**src/rtl/core/tmi_pkg.sv**
```systemverilog
// Package for the tape machine interpreter core: sizes, command codes,
// status codes, state machine type and the character decoder.
// Depends on nothing; used by every file in rtl/core.
package tmi_pkg;

  localparam int TapeDepth       = 4096;
  localparam int ProgramDepth    = 4096;
  localparam int StackDepthDef   = 64;
  localparam int InQueueDepthDef = 16;

  localparam int TapeAw = $clog2(TapeDepth);
  localparam int ProgAw = $clog2(ProgramDepth);
  localparam int PcW    = 13;
  localparam int LenW   = 13;
  localparam logic [LenW-1:0] TapeLengthReset = LenW'(TapeDepth);

  typedef enum logic [2:0] {
    CMD_INC   = 3'd0,
    CMD_DEC   = 3'd1,
    CMD_RIGHT = 3'd2,
    CMD_LEFT  = 3'd3,
    CMD_OPEN  = 3'd4,
    CMD_CLOSE = 3'd5,
    CMD_OUT   = 3'd6,
    CMD_IN    = 3'd7
  } cmd_e;

  typedef enum logic [2:0] {
    ST_OK    = 3'd0,
    ST_BYTE  = 3'd1,
    ST_WAIT  = 3'd2,
    ST_HALT  = 3'd3,
    ST_UNBAL = 3'd4,
    ST_FULL  = 3'd5,
    ST_OVF   = 3'd6,
    ST_UNF   = 3'd7
  } status_e;

  typedef enum logic [1:0] {
    OP_LOAD  = 2'd0,
    OP_QUEUE = 2'd1,
    OP_STEP  = 2'd2,
    OP_NONE  = 2'd3
  } op_e;

  typedef enum logic [2:0] {
    S_CLEAR,
    S_IDLE,
    S_EXEC,
    S_LOAD,
    S_STACK,
    S_SKIP,
    S_SKIPC
  } state_e;

  typedef struct packed {
    logic empty;
    logic full;
  } tmi_q_status_t;

  typedef struct packed {
    logic valid;
    cmd_e code;
  } tmi_decode_t;

  function automatic tmi_decode_t decode_char(input logic [7:0] ch);
    tmi_decode_t d;
    d.valid = 1'b1;
    d.code  = CMD_INC;
    case (ch)
      8'h2B:   d.code = CMD_INC;
      8'h2D:   d.code = CMD_DEC;
      8'h3E:   d.code = CMD_RIGHT;
      8'h3C:   d.code = CMD_LEFT;
      8'h5B:   d.code = CMD_OPEN;
      8'h5D:   d.code = CMD_CLOSE;
      8'h2E:   d.code = CMD_OUT;
      8'h2C:   d.code = CMD_IN;
      default: d.valid = 1'b0;
    endcase
    return d;
  endfunction

endpackage

```
**src/rtl/core/tmi_in_queue.sv**
```systemverilog
// Input byte queue of the tape machine interpreter core.
// Depends on tmi_pkg for the status struct.
module tmi_in_queue #(
  parameter int Depth = 16
) (
  input  logic                   clk_i,
  input  logic                   rst_ni,
  input  logic                   push_i,
  input  logic [7:0]             push_data_i,
  input  logic                   pop_i,
  output logic [7:0]             head_data_o,
  output tmi_pkg::tmi_q_status_t status_o
);
  import tmi_pkg::*;

  localparam int Aw = (Depth > 1) ? $clog2(Depth) : 1;
  localparam int Cw = $clog2(Depth + 1);

  logic [7:0]    mem_q [Depth];
  logic [Aw-1:0] head_q, head_d, tail_q, tail_d;
  logic [Cw-1:0] count_q, count_d;

  always_comb begin
    head_d  = head_q;
    tail_d  = tail_q;
    count_d = count_q;
    if (push_i) begin
      tail_d  = (tail_q == Aw'(Depth - 1)) ? '0 : tail_q + Aw'(1);
      count_d = count_q + Cw'(1);
    end else if (pop_i) begin
      head_d  = (head_q == Aw'(Depth - 1)) ? '0 : head_q + Aw'(1);
      count_d = count_q - Cw'(1);
    end
  end

  always_ff @(posedge clk_i or negedge rst_ni) begin
    if (!rst_ni) begin
      head_q  <= '0;
      tail_q  <= '0;
      count_q <= '0;
    end else begin
      head_q  <= head_d;
      tail_q  <= tail_d;
      count_q <= count_d;
    end
  end

  always_ff @(posedge clk_i) begin
    if (push_i) begin
      mem_q[tail_q] <= push_data_i;
    end
  end

  assign head_data_o    = mem_q[head_q];
  assign status_o.empty = (count_q == '0);
  assign status_o.full  = (count_q >= Cw'(Depth));

  assert property (@(posedge clk_i) disable iff (!rst_ni) count_q <= Cw'(Depth))
    else $error("input queue count beyond depth");
  assert property (@(posedge clk_i) disable iff (!rst_ni)
    (push_i && !status_o.full) |=> !status_o.empty)
    else $error("queue empty after a push");
  assert property (@(posedge clk_i) disable iff (!rst_ni)
    pop_i |-> !status_o.empty)
    else $error("pop from empty input queue");

endmodule
```
**config.mk**
```make
export PLATFORM = sky130hd
export DESIGN_NAME = tmi_in_queue
export DESIGN_NICKNAME = d
export VERILOG_FILES = /design/src/rtl/core/tmi_pkg.sv /design/src/rtl/core/tmi_in_queue.sv
export SDC_FILE = /design/constraint.sdc
export NUM_CORES = 1
export LEC_CHECK = 0
export CAP_MARGIN = 25
export CORE_MARGIN = 2
export CORE_UTILIZATION = 40
export DETAILED_ROUTE_END_ITERATION = 8
export DONT_BUFFER_PORTS = 1
export PLACE_DENSITY = 0.51
export SYNTH_ARGS = -nofsm -noshare
export SYNTH_HDL_FRONTEND = slang
export SYNTH_SLANG_ARGS = --single-unit
```
**constraint.sdc**
```tcl
create_clock -name clk_i -period 3.3 [get_ports clk_i]
set_clock_uncertainty 0.15 [all_clocks]
set_input_delay 0.66 -clock clk_i [delete_from_list [all_inputs] [get_ports clk_i]]
set_output_delay 0.66 -clock clk_i [all_outputs]
set_load 0.03 [all_outputs]
```
==> impl_metrics.py <==
metrics = {
    "status": {
        "outcome": "finished, final reports clean",
    },
    "power": {
        "ir_drop_mv": 0.3311,
        "power.density_nw_per_um2": 845.0,
        "power_leakage_nw": 2.252,
    },
    "synth": {
        "async_reset_ff_frac": 0.09220,
        "ys.warnings.count": 0,
        "synth_common_cells": "128 x edfxtp_1, 26 x mux2i_1, 18 x nor2_1",
        "ys_ff_latch": 141,
        "synth_enable_flop_cells": 128,
        "synth_ff_type": "edfxtp_1",
        "syn-cell-area_sq_um": 5784,
        "synth.most_common_cell": "edfxtp_1",
        "synth_top_area_frac": 0.6645,
        "ys_seq_area_frac": 0.7207,
        "synth_nets": 332,
        "synth_cell_types": 34,
        "synth_area_leaders": "edfxtp_1 66%, mux4_1 5.9%, dfrtp_1 5.6%",
        "synth_cells": 311,
        "yosys.area.top_type": "edfxtp_1",
        "syn_avg_cell_area_sq_um": 18.60,
    },
    "global_routing": {
        "antenna_found_initial": 0,
        "grt_pass1_wl_um": 17750,
        "grt_max_degree": 21,
        "grt_pass1_vias": 2929,
        "gr-total-overflow": 0,
        "grt_usage": 0.1594,
    },
    "finish": {
        "final_layout_size_suffix_gt1_frac": 0.1628,
        "postLayoutCellArea_sq_um": 6588,
        "final_util": 0.4709,
        "nets": 352,
        "synthToLayoutAreaGrowth_pct": 13.89,
        "antenna_cells": 0,
    },
    "floorplanning": {
        "die_y_um": 124.3,
        "dieArea_sq_um": 15440,
        "rows": 43,
        "start_util": 0.4135,
        "dieWidth_um": 124.3,
        "core_area_sq_um": 13990,
        "pin_count": 22,
    },
    "timing": {
        "hold_violations": 0,
        "fmax_mhz": 316.5,
        "finalCritPeriodShare": 0.9575,
        "setup_slack_ns": 0.1403,
        "slew_viol_final": 0,
        "max_slew_margin": 0.3202,
        "fin_setup_tns_ns": 0,
        "post-route-min-period_ns": 3.160,
        "holdWs_ns": 0.1947,
        "tightest_slew_ns": 1.016,
        "rsz0062_at_grt": "no",
        "finalSetupViolCount": 0,
    },
    "critical_path": {
        "endpoint_kind": "primary output",
        "cp-start-kind": "flip-flop",
        "worstPathArrival_ns": 2.35,
        "crit_type": "flip-flop to primary output",
        "cp_max_fo": 20,
        "cp.required_ns": 2.49,
    },
    "route": {
        "wire_per_inst_um": 22.01,
        "wirelength_um": 11540,
        "post-route-drc-count": 0,
        "vias": 2859,
        "ant_nets": 0,
        "first_pass_iters": 4,
        "drt_iter0_markers": 186,
        "via_per_inst": 5.456,
    },
    "cts": {
        "cts_tree": "done",
        "h-tree-depth": 4,
        "cts_buffers": 17,
        "root_buffer": "clkbuf_16",
        "clock_latency_ns": 0.41,
        "cts_buffer_depth": 2,
        "cts.clk_slew.worst_paths_ns": 0.06,
        "post_cts_buffers": 0,
        "cts-resized-gates": 0,
        "clkSinkCount": 141,
    },
    "placed_design": {
        "dp_hpwl_um": 7430,
        "routabilityCongestion": 0.7102,
        "io_buffers": 0,
        "place_area_sq_um": 6063,
        "pre_cts_ws_ns": 0.5658,
    },
    "worst_hold_path": {
        "hold_class": "input pin to flip-flop",
    },
    "flow_run": {
        "maxCapViolations": 0,
    },
}
==> stage by stage <==
step	total power, mW	instances
2_1_floorplan	3.457	311
5_1_grt	5.862	524
3_5_place_dp	3.963	491
3_3_place_gp	3.944	491
4_1_cts	5.628	524
6_report	5.566	524
==> final timing paths <==
kind | startpoint | end | slack [ns] | cells past startpoint
max | head_q[0] | head_data_o[0] | 0.14 | 5
min | push_data_i[2] | mem_q[15][2] | 0.19 | 0
max reg2reg | tail_q[0] | mem_q[8][7] | 1.18 | 4
min reg2reg | count_q[2] | count_q[2] | 0.36 | 2
max in group asynchronous | rst_ni | head_q[1] | 2.01 | 1
min in group asynchronous | rst_ni | count_q[3] | 0.55 | 1
==> power breakdown <==
part | switching (mW) | internal [mW] | leakage [nW]
sequential | 0.179 | 2.18 | 1.31
combinational | 0.897 | 0.651 | 0.690
clock | 0.641 | 1.02 | 0.251
total | 1.72 | 3.85 | 2.25
==> registers in the layout, summed over array words and instances (netlist names) <==
name	cells
head_q	4
count_q	5
tail_q	4
mem_q	128
==> kinds of logic after synthesis <==
kind of cell / Yosys count / synth area share
AOI/OAI and AO/OA: 37 / 0.04218
xor gates and xnor gates: 7 / 0.01060
adders and majority gates: 9 / 0.02077
buffers and inverters: 22 / 0.02120
DFF: 141 / 0.7207
muxes: 52 / 0.1508
and+or+nand+nor: 43 / 0.03374
==> layer usage <==
layer / global-route usage / up-vias / wire [um]
met1: 0.2095 / 1497 / 5215
met3: 0.04725 / 17 / 438
met5: 0 / - / 0
met2: 0.2488 / 55 / 5629
li1: - / 1290 / -
met4: 0.06675 / 0 / 252
==> worst max-delay path, stage by stage, from the launching register on <==
cell and delay [ns]:
dfrtp_1 0.53, buf_12 0.24, mux4_1 0.56, a32oi_1 0.21, o21ai_1 0.17, buf_4 0.21
==> cell usage in the layout (no fill, tap or decap), types with 2 or more instances in the layout <==
| cell | n |
|---|---|
| edfxtp_1 | 128 |
| mux2i_1 | 26 |
| nor2_1 | 18 |
| clkbuf_16 | 17 |
| buf_4 | 16 |
| mux4_1 | 13 |
| nand2_1 | 12 |
| dfrtp_1 | 12 |
| mux4_2 | 11 |
| clkbuf_1 | 10 |
| a22oi_1 | 8 |
| a32oi_1 | 8 |
| o21ai_1 | 8 |
| ha_1 | 8 |
| xnor2_1 | 6 |
| o21ai_0 | 6 |
| nand2b_1 | 5 |
| inv_1 | 4 |
| a21oi_1 | 4 |
| clkbuf_8 | 3 |
| nor3_1 | 2 |
| mux2_2 | 2 |
| a21o_1 | 2 |
| clkinv_2 | 2 |
| buf_12 | 2 |
==> repair_timing <==
| action | 4_1_cts | 5_1_grt |
|---|---|---|
| hold buffers | 1 | 0 |
| endpoints found under the setup margin | 0 | 0 |
| hold endpoints to repair | 13 | 0 |
==> final cells by class <==
cell class | instances | area [sq um]
repair buffers | 19 | 170.2
clock buffers | 30 | 504.2
well taps | 180 | 225.2
inverters | 4 | 15.01
multi-input cells | 148 | 1493
fillers | 1211 | 7401
flip-flops and latches | 141 | 4170
clock inverters | 2 | 10.01
Note: power is estimated with default switching activity, not from simulation.
